## config.mk

```make
export PLATFORM = sky130hd
export DESIGN_NAME = event_slot_pool_refcount
export DESIGN_NICKNAME = d
export VERILOG_FILES = /design/src/hdl/esp_pkg.sv /design/src/hdl/esp_free_stack.sv /design/src/hdl/esp_slot_file.sv /design/src/hdl/event_slot_pool_refcount.sv
export SDC_FILE = /design/constraint.sdc
export NUM_CORES = 2
export LEC_CHECK = 0
export ABC_CLOCK_PERIOD_IN_PS = 8690
export CAP_MARGIN = 40
export CORE_UTILIZATION = 40
export DETAILED_ROUTE_END_ITERATION = 8
export DONT_BUFFER_PORTS = 1
export MAX_ROUTING_LAYER = met4
export PLACE_DENSITY_LB_ADDON = 0.15
export SLEW_MARGIN = 0
export SYNTH_ARGS = -nofsm -noshare
export SYNTH_HDL_FRONTEND = slang
export SYNTH_HIERARCHICAL = 1
export SYNTH_SLANG_ARGS = --single-unit
export TNS_END_PERCENT = 20
```

## constraint.sdc

```tcl
create_clock -name clock -period 8.69 [get_ports clock]
set_input_delay 0.869 -clock clock [delete_from_list [all_inputs] [get_ports clock]]
set_output_delay 0.869 -clock clock [all_outputs]
set_load 0.02 [all_outputs]
```

## src/hdl/esp_pkg.sv

```systemverilog
// Shared types and constants for the event slot pool.
`default_nettype none

package esp_pkg;

   localparam int FUNC_W   = 3;
   localparam int SLOT_W   = 4;
   localparam int STREAM_W = 4;
   localparam int WORD_W   = 32;
   localparam int REFS_W   = 2;

   // Command codes
   typedef enum logic [FUNC_W-1:0] {
      FN_ACQUIRE  = 3'd0,
      FN_RELEASE  = 3'd1,
      FN_RECORD   = 3'd2,
      FN_NOTIFY   = 3'd3,
      FN_SIGNAL   = 3'd4,
      FN_COMPLETE = 3'd5
   } func_type;

   // Result status codes
   typedef enum logic [2:0] {
      ST_OK      = 3'd0,
      ST_EMPTY   = 3'd1,
      ST_FREE    = 3'd2,
      ST_PENDING = 3'd3,
      ST_WRONG   = 3'd4,
      ST_NONE    = 3'd5,
      ST_STREAM  = 3'd6,
      ST_IGNORED = 3'd7
   } status_type;

   // Slot lifecycle
   typedef enum logic [2:0] {
      EV_POOLED    = 3'd0,
      EV_ACQUIRED  = 3'd1,
      EV_RECORDED  = 3'd2,
      EV_SIGNALED  = 3'd3,
      EV_PENDING   = 3'd4
   } life_type;

   // Everything held for one slot
   typedef struct packed {
      life_type            life;
      logic [WORD_W-1:0]   ident;
      logic [WORD_W-1:0]   signals;
      logic [REFS_W-1:0]   refs;
      logic                cb;
   } slot_rec_type;

   // Free stack status seen by the command logic
   typedef struct packed {
      logic empty;
      logic full;
   } stack_stat_type;

endpackage

`default_nettype wire

```

## src/hdl/esp_free_stack.sv

```systemverilog
// LIFO of free slot numbers with push and pop in the same clock as the update.
`default_nettype none

module esp_free_stack
   import esp_pkg::*;
#(
   parameter int SLOTS = 16
) (
   input  wire logic                       clock,
   input  wire logic                       reset,
   input  wire logic                       pop,
   input  wire logic                       push,
   input  wire logic [$clog2(SLOTS)-1:0]   push_slot,
   output logic [$clog2(SLOTS)-1:0]        top_slot,
   output stack_stat_type                  stat
);

   localparam int IdxW = $clog2(SLOTS);
   localparam int TopW = $clog2(SLOTS + 1);

   logic [IdxW-1:0] stack_ff [SLOTS];
   logic [TopW-1:0] top_ff;
   logic [TopW-1:0] top_m1;

   // Entry below the top pointer is the next slot handed out
   assign top_m1     = top_ff - TopW'(1);
   assign top_slot   = stack_ff[top_m1[IdxW-1:0]];
   assign stat.empty = (top_ff == '0);
   assign stat.full  = (top_ff >= TopW'(SLOTS));

   // Stack storage and pointer; reset puts every slot on the stack
   always_ff @(posedge clock) begin
      if (reset) begin
         for (int i = 0; i < SLOTS; i++) begin
            stack_ff[i] <= IdxW'(i);
         end
         top_ff <= TopW'(SLOTS);
      end else if (pop) begin
         top_ff <= top_m1;
      end else if (push) begin
         stack_ff[top_ff[IdxW-1:0]] <= push_slot;
         top_ff <= top_ff + TopW'(1);
      end
   end

endmodule

`default_nettype wire

```

## src/hdl/esp_slot_file.sv

```systemverilog
// Per-slot records: one read port, one write port.
`default_nettype none

module esp_slot_file
   import esp_pkg::*;
#(
   parameter int SLOTS = 16
) (
   input  wire logic                       clock,
   input  wire logic                       reset,
   input  wire logic [$clog2(SLOTS)-1:0]   rd_idx,
   output slot_rec_type                    rd_rec,
   input  wire logic                       wr_en,
   input  wire logic [$clog2(SLOTS)-1:0]   wr_idx,
   input  wire slot_rec_type               wr_rec
);

   slot_rec_type rec_ff [SLOTS];

   assign rd_rec = rec_ff[rd_idx];

   // Records clear to pooled, zero id and zero count
   always_ff @(posedge clock) begin
      if (reset) begin
         for (int i = 0; i < SLOTS; i++) begin
            rec_ff[i] <= '{EV_POOLED, '0, '0, '0, 1'b0};
         end
      end else if (wr_en) begin
         rec_ff[wr_idx] <= wr_rec;
      end
   end

endmodule

`default_nettype wire

```

## src/hdl/event_slot_pool_refcount.sv

```systemverilog
// Top level of the event slot pool with reference counting.
//
// Commands enter on start/req_func/req_slot/req_stream. A command transfers
// at a rising edge where start is high and busy is low; busy is high only
// while reset is asserted, so one command can transfer every cycle.
// Each command gives exactly one result, shown for one cycle with rsp_valid
// high: status, the slot acquired or addressed, and that slot's lifecycle,
// id and signal count after the command.
// The command is registered at its transfer edge; the slot record and free
// stack are read, updated and written at the next edge together with the
// result register, which drives rsp_valid. Throughput is one command per
// cycle, set by the single read-modify-write of the slot file and the free
// stack top.
// Reset (synchronous) returns every slot to the pool, fills the free stack
// with all slots, zeroes the id counter and drops any result in flight.
// The receiver cannot hold results off; each result is taken in its cycle.
`default_nettype none

module event_slot_pool_refcount
   import esp_pkg::*;
#(
   parameter int SLOTS   = 16,
   parameter int STREAMS = 8
) (
   input  wire logic                  clock,
   input  wire logic                  reset,
   input  wire logic                  start,
   output logic                       busy,
   input  wire logic [FUNC_W-1:0]     req_func,
   input  wire logic [SLOT_W-1:0]     req_slot,
   input  wire logic [STREAM_W-1:0]   req_stream,
   output logic                       rsp_valid,
   output logic [2:0]                 rsp_status,
   output logic [SLOT_W-1:0]          rsp_slot_out,
   output logic [2:0]                 rsp_slot_state,
   output logic [WORD_W-1:0]          rsp_event_ident,
   output logic [WORD_W-1:0]          rsp_signal_count
);

   localparam int IdxW = $clog2(SLOTS);

   // Command register
   logic                  req_valid_ff;
   func_type              func_ff;
   logic [SLOT_W-1:0]     slot_ff;
   logic [STREAM_W-1:0]   stream_ff;
   logic [WORD_W-1:0]     id_ff;

   // Result register
   logic                  rsp_valid_ff;
   status_type            status_ff;
   logic [SLOT_W-1:0]     slot_out_ff;
   life_type              state_ff;
   logic [WORD_W-1:0]     ident_ff;
   logic [WORD_W-1:0]     count_ff;

   // Command logic
   logic                  accept;
   logic                  in_range;
   logic [IdxW-1:0]       top_slot;
   stack_stat_type        stack_stat;
   logic [IdxW-1:0]       rd_idx;
   slot_rec_type          cur;
   slot_rec_type          nxt;
   slot_rec_type          shown;
   status_type            status_in;
   logic [SLOT_W-1:0]     slot_out_in;
   logic                  show;
   logic                  wr_en;
   logic                  push;
   logic                  pop;

   assign busy   = reset;
   assign accept = start && !busy;

   // Acquire looks at the slot on top of the free stack, others at the named slot
   assign in_range = ({1'b0, slot_ff} < (SLOT_W+1)'(SLOTS));
   assign rd_idx   = (func_ff == FN_ACQUIRE) ? top_slot : slot_ff[IdxW-1:0];

   esp_free_stack #(
      .SLOTS (SLOTS)
   ) u_stack (
      .clock     (clock),
      .reset     (reset),
      .pop       (req_valid_ff && pop),
      .push      (req_valid_ff && push),
      .push_slot (slot_ff[IdxW-1:0]),
      .top_slot  (top_slot),
      .stat      (stack_stat)
   );

   esp_slot_file #(
      .SLOTS (SLOTS)
   ) u_slots (
      .clock  (clock),
      .reset  (reset),
      .rd_idx (rd_idx),
      .rd_rec (cur),
      .wr_en  (req_valid_ff && wr_en),
      .wr_idx (rd_idx),
      .wr_rec (nxt)
   );

   // Decode the command against the slot's current record
   always_comb begin
      status_in   = ST_IGNORED;
      nxt         = cur;
      wr_en       = 1'b0;
      push        = 1'b0;
      pop         = 1'b0;
      show        = 1'b1;
      slot_out_in = slot_ff;
      if (func_ff == FN_ACQUIRE) begin
         slot_out_in = SLOT_W'(top_slot);
         if (stack_stat.empty) begin
            status_in   = ST_EMPTY;
            show        = 1'b0;
            slot_out_in = '0;
         end else if (cur.life != EV_POOLED) begin
            status_in = ST_WRONG;
         end else begin
            status_in = ST_OK;
            nxt       = '{EV_ACQUIRED, id_ff + WORD_W'(1), '0, REFS_W'(1), 1'b0};
            wr_en     = 1'b1;
            pop       = 1'b1;
         end
      end else if (!in_range) begin
         status_in = ST_IGNORED;
         show      = 1'b0;
      end else begin
         case (func_ff)
            FN_RELEASE: begin
               if (cur.life == EV_POOLED) begin
                  status_in = ST_FREE;
               end else if (cur.refs > REFS_W'(1) || cur.cb) begin
                  status_in = ST_PENDING;
               end else if (stack_stat.full) begin
                  status_in = ST_WRONG;
               end else begin
                  status_in = ST_OK;
                  nxt       = '{EV_POOLED, '0, '0, '0, cur.cb};
                  wr_en     = 1'b1;
                  push      = 1'b1;
               end
            end
            FN_RECORD: begin
               if (stream_ff == '0 || stream_ff > STREAM_W'(STREAMS)) begin
                  status_in = ST_STREAM;
               end else if (cur.life == EV_POOLED) begin
                  status_in = ST_FREE;
               end else if (cur.life != EV_ACQUIRED && cur.life != EV_SIGNALED) begin
                  status_in = ST_WRONG;
               end else begin
                  status_in   = ST_OK;
                  nxt.signals = cur.signals + WORD_W'(1);
                  nxt.life    = EV_RECORDED;
                  wr_en       = 1'b1;
               end
            end
            FN_NOTIFY: begin
               if (cur.life == EV_POOLED) begin
                  status_in = ST_FREE;
               end else if (cur.life != EV_RECORDED) begin
                  status_in = ST_WRONG;
               end else begin
                  status_in = ST_OK;
                  nxt.refs  = cur.refs + REFS_W'(1);
                  nxt.cb    = 1'b1;
                  nxt.life  = EV_PENDING;
                  wr_en     = 1'b1;
               end
            end
            FN_SIGNAL: begin
               if (cur.life == EV_RECORDED) begin
                  status_in = ST_OK;
                  nxt.life  = EV_SIGNALED;
                  wr_en     = 1'b1;
               end else begin
                  status_in = ST_IGNORED;
               end
            end
            FN_COMPLETE: begin
               if (!cur.cb) begin
                  status_in = ST_NONE;
               end else if (cur.refs <= REFS_W'(1)) begin
                  status_in = ST_WRONG;
               end else begin
                  status_in = ST_OK;
                  nxt.refs  = cur.refs - REFS_W'(1);
                  nxt.cb    = 1'b0;
                  if (cur.life == EV_PENDING) begin
                     nxt.life = EV_SIGNALED;
                  end
                  wr_en = 1'b1;
               end
            end
            default: begin
               status_in = ST_IGNORED;
            end
         endcase
      end
   end

   // Result shows the record as it stands after the command
   assign shown = wr_en ? nxt : cur;

   // Command register and id counter
   always_ff @(posedge clock) begin
      if (reset) begin
         req_valid_ff <= 1'b0;
         id_ff        <= '0;
      end else begin
         req_valid_ff <= accept;
         if (req_valid_ff && pop) begin
            id_ff <= id_ff + WORD_W'(1);
         end
      end
      if (accept) begin
         func_ff   <= func_type'(req_func);
         slot_ff   <= req_slot;
         stream_ff <= req_stream;
      end
   end

   // Result register
   always_ff @(posedge clock) begin
      if (reset) begin
         rsp_valid_ff <= 1'b0;
      end else begin
         rsp_valid_ff <= req_valid_ff;
      end
      if (req_valid_ff) begin
         status_ff   <= status_in;
         slot_out_ff <= slot_out_in;
         state_ff    <= show ? shown.life : EV_POOLED;
         ident_ff    <= show ? shown.ident : '0;
         count_ff    <= show ? shown.signals : '0;
      end
   end

   assign rsp_valid        = rsp_valid_ff;
   assign rsp_status       = status_ff;
   assign rsp_slot_out     = slot_out_ff;
   assign rsp_slot_state   = state_ff;
   assign rsp_event_ident  = ident_ff;
   assign rsp_signal_count = count_ff;

endmodule

`default_nettype wire

```

# Word level (Yosys, flattened, before mapping)
# Memories as Yosys holds them, arrays and structs flattened.
# Cells that the tools add are included.
# classes
n_addsub	6
n_lt_le_gt_ge	4
n_eq_ne	10
mux	82
reduce_logical	16
# ops
op	n
two-way mux 70 bit	8
two-way mux 32 bit	4
two-way mux 3 bit	27
OR reduction 70 bit	1
adder 32 x 1 -> 32 bit, second input constant	2
one-hot mux 32 bit (2 select lines)	1
two-way mux 1 bit	30
one-hot mux 3 bit (5 select lines)	2
two-way mux 4 bit	6
two-way mux 5 bit	2
== test 3 x 2 -> 1 bit, second input constant	3
== test 3 bit, second input constant	3
one-hot mux 3 bit (3 select lines)	1
logical NOT 3 bit	2
inequality test 3 x 2 -> 1 bit, second input constant	2
adder 5 x 1 -> 5 bit, second input constant	1
>= comparator 5 bit, second input constant	1
logical AND 1 bit	5
logical NOT 5 bit	1
one-hot mux 1 bit (5 select lines)	1
subtractor 5 x 1 -> 5 bit, second input constant	1
> comparator 4 bit, second input constant	1
logical NOT 4 bit	1
OR reduction 4 bit	1
other kinds (10)	11
# word_totals
regBits	124
mem_bits_rw	1184
in_bits	14
output_inout_bits	76
word_cells	132
memories	2
# mem_list
memory	words	width	rd	rd_ports_with_merged_regs	write_ports	line	text
u_slots.rec_ff	16	70	1	0	16	esp_slot_file.sv:18	slot_rec_type rec_ff [SLOTS];
u_stack.stack_ff	16	4	1	0	16	esp_free_stack.sv:21	logic [IdxW-1:0] stack_ff [SLOTS];

# Longest topological paths before layout
# An unclocked memory read counts as a cell.
# depth
word_depth	17
ltp_mapped	31
ltp_nobuf	21

# Cells and area by module
# The synthesis kept the hierarchy.
# modules_own_cells
mod	instances	cells_each	area_per_inst_um2	seq_area_each_um2
esp_slot_file	1	3050	49596.3	33632.3
event_slot_pool_refcount	1	853	7317.0	3233.1
esp_free_stack	1	296	3432.0	2021.9

# Worst setup path before layout
# Ideal clock, no wire load.
# synth_timing
kind	register to register
start	reg u_stack.top_ff[0]
end	mem u_slots/rec_ff[1][0] (netlist bit), enable pin
setup_time_ns	0.398
arrival_time_ns	7.110
required_time_ns	8.292
slack_ns	1.182
path_stages_with_launch	30
n_path_buf	10
synth_period_minus_slack_ns	7.508
path_cell_list	dfxtp_1 clkbuf_2 buf_2 inv_1 ha_1 xor2_1 buf_4 buf_2 nand2_1 a21oi_1 a41o_1 nand2_1 nand2_1 buf_2 clkbuf_1 buf_2 mux4_2 a22oi_1 nand2_1 buf_2 nor4_2 and2_1 buf_4 nor2_1 and4_1 clkbuf_1 nor2b_1 or4b_1 nor2_1 or2_2
# synth_rtl
item	line	text
from (decl)	esp_free_stack.sv:22	logic [TopW-1:0] top_ff;
from (signal assigned)	esp_free_stack.sv:37	top_ff <= TopW'(SLOTS);
from (signal assigned)	esp_free_stack.sv:39	top_ff <= top_m1;
from (signal assigned)	esp_free_stack.sv:42	top_ff <= top_ff + TopW'(1);
to (decl)	esp_slot_file.sv:18	

==> flow_summary.toml <==
[placed_design]
pre_cts_ws_ps = 828
placed_area_um2 = 63200
gp_congestion = 0.926
dp_hpwl_mm = 102
io_buffers = 0

[clock_tree]
post_cts_resized = 0
hold_buffers = 0
path_clk_slew_ps = 60
root_buffer = "clkbuf_16"
cts_buffer_depth = 3
postCtsSetupBuffers = 0
cts_tree = "built"
htree_levels = 4
clk_latency_ps = 800
cts-buffers-inserted = 149
cts_sinks = 1308

[power_and_ir_drop]
p_switching_w = 0.00398
ir_drop_uv = 209
powerDensity_nw_per_um2 = 225
switching_share_pct = 25.9
p_leak_nw = 24.3
seqPwrFrac_pct = 47.3
pwr-share-comb_pct = 11.7
intPower_w = 0.0114
clkPwrFrac_pct = 41.1

[grt]
grt_pass1_wl_mm = 264
grtUsageTotal_pct = 24.9
antenna_found_initial = 28
grt-ovfl-total = 0
grt_max_degree = 119
grt_pass1_vias = 35766

[synth]
ys_seq_area_share_pct = 64.4
synth_top_area_cell = "edfxtp_1"
yosys.cell_count.top_type = "edfxtp_1"
syn_area_per_cell_um2 = 14.4
async_flop_share_pct = 0
synth_mux_area_share_pct = 10.9
synth_xor_area_share_pct = 1.00
ys_ff_latch = 1308
synth_edf_count = 1269
synthSimpleGateAreaFrac_pct = 17.3
yosysWarnings = 6
synth_top_area_share_pct = 63.1
ys_top_cells_by_count = "edfxtp_1, and2_1, clkbuf_1"
synth-compound-area-share_pct = 3.74
synth_area_um2 = 60300
synth_top_family_by_area = "simple AND/OR/NAND/NOR gates"
yosys_most_used_dff = "edfxtp_1"
synth.top_cells.by_area = "edfxtp_1, and2_1, mux4_2"
synthAdderAreaFrac_pct = 0.187
syn_inst = 4199
synth_cell_types = 67
syn_nets = 4222

[floorplan]
rows = 142
start_util_pct = 40.3
core_area_um2 = 150000
die_area_um2 = 152000
ioPinCount = 90
fp.dieW_um = 390
die_y_um = 390

[finish]
design_area_um2 = 68100
fillCellCount = 13118
drive_above_1_share_pct = 17.3
area_delta_synth_final_pct = 12.9
multi_input_area_um2 = 20200
layout.nets = 4181
regArea_um2 = 38900

[sta]
fin_ws_ps = 755
clock_skew_ps = 42.4
holdWs_ps = 136
fin_crit_sh_pct = 91.3
min_period_ps = 7940
worst_pin_slew_ps = 984
fmax_mhz = 126
fin_tns_setup_ps = 0
finalSetupViolCount = 0
drv_slew = 0
grt_setup_unrepaired = "false"
max_slew_margin_pct = 34.4
hold_viol = 0

[detailed_routing]
drt-initial-drc-count = 3854
drc = 6
dr.pass1.iters = 8
viasPerCell = 5.64
ant_nets = 1
vias = 35546
wl_mm = 183
wl_per_cell_um = 29.0

[critical_path]
path_class = "reg -> reg"
arrival_ps = 8330
critPathRequiredTime_ps = 9090
crit_path_max_fanout = 38
end_kind = "register"
startpoint_type = "register"

[job]
drv_cap = 0

[outcome]
outcome = "finished, violations left"
failed_checks = "antenna violations, design-rule violations"

[worst_hold_path]
worstHoldPathType = "in -> reg"
[flip-flops by register name, indices dropped and copies added (netlist names), 4 cells and up]
signal	flops
id_ff	32
slot_ff	4
rsp_slot_out	4
u_stack/top_ff	5
rsp_signal_count	32
rsp_event_ident	32
u_slots/rec_ff	1120
stream_ff	4
u_stack/stack_ff	64
[cell type report]
class	count	share of cell area (%)
Multi-Input combinational cell	2521	29.7
Tap cell	2016	3.70
Inverter	19	0.105
Clock buffer	190	5.83
Timing Repair Buffer	159	2.18
Sequential cell	1308	57.1
Clock inverter	81	1.29
Antenna cell	14	0.0514
[logic make-up (layout without fill, tap and decap cells)]
group | count (synthesis) | count (layout)
flops | 1308 | 1308
mux | 295 | 295
other cells | 0 | 14
simple gates | 1822 | 1822
fa+ha+maj | 9 | 9
compound gates | 326 | 326
buf+inv | 370 | 449
xor+xnor | 69 | 69
[worst max-delay path, cell delays in order (launching register included)]
cell and delay [ps]:
dfxtp_1 420, inv_1 120, ha_1 280, xor2_2 490, mux2i_1 160, a221oi_1 360, a32o_1 270, nand2_1 100
nand2_4 360, buf_4 450, mux4_2 390, a22oi_1 160, nand2_1 180, ha_1 260, nand2b_1 320, nor3_1 240
o211ai_1 100, and4_1 320, nor2b_1 270, nand4bb_1 480, nor3_4 290, or2_4 670, buf_4 780
[cells in the final DEF (no fill, tap or decap), types with 14 or more instances in the layout]
cell type     n
edfxtp_1   1269
and2_1     1182
mux4_2      285
nand2_1     229
clkbuf_16   150
a22oi_1     144
buf_4       137
nor2_1      115
nand3_1      58
o21ai_0      50
xor2_1       45
dfxtp_1      38
nor3_1       37
a21oi_1      34
clkbuf_1     33
nand4_1      31
clkinv_2     26
a21o_1       25
xnor2_1      23
nand2b_1     22
or2_2        21
clkinv_1     21
inv_1        19
or2_4        16
nor4_1       15
and3_1       15
a31oi_1      15
diode_2      14
nor2_4       14
[final timing paths]
| check | endpoint | start | depth (start not counted) | slack (ps) |
|---|---|---|---|---|
| worst max-delay path | u_slots/rec_ff[4][41] | u_stack/top_ff[1] | 22 | 750 |
| worst min-delay path | req_valid_ff | reset | 1 | 140 |
| worst max register to register | u_slots/rec_ff[4][41] | u_stack/top_ff[1] | 22 | 750 |
| worst min register to register | id_ff[1] | id_ff[1] | 2 | 490 |
[layer usage]
metal  routed length, um  GRT usage (%)  part of all wire, %  vias up
met4                3380           5.72                  1.8        0
met1               77800           33.4                   43    18449
li1                    -              -                    -    15380
met2               87900           39.4                   48     1470
met5                   0              -                    0        -
met3               14100           4.27                  7.7      247
[per-stage QoR]
stage          power (W)  instances  util (%)
3_3_place_gp     0.00914       5999      41.9
6_report          0.0153       6308      45.5
3_5_place_dp     0.00918       6022      42.2
5_1_grt           0.0158       6301      45.5
2_1_floorplan    0.00844       4199         -
4_1_cts           0.0155       6293      45.4
[power groups by stage]
stage               registers [W]  logic [W]  clock network, W
CTS                       0.00726    0.00180           0.00642
global placement          0.00739    0.00176                 0
finish                    0.00726    0.00179           0.00630
detailed placement        0.00739    0.00179                 0
floorplan                 0.00736    0.00108                 0
global route              0.00727    0.00190           0.00665
No activity file was read; power rests on OpenSTA's default activity.
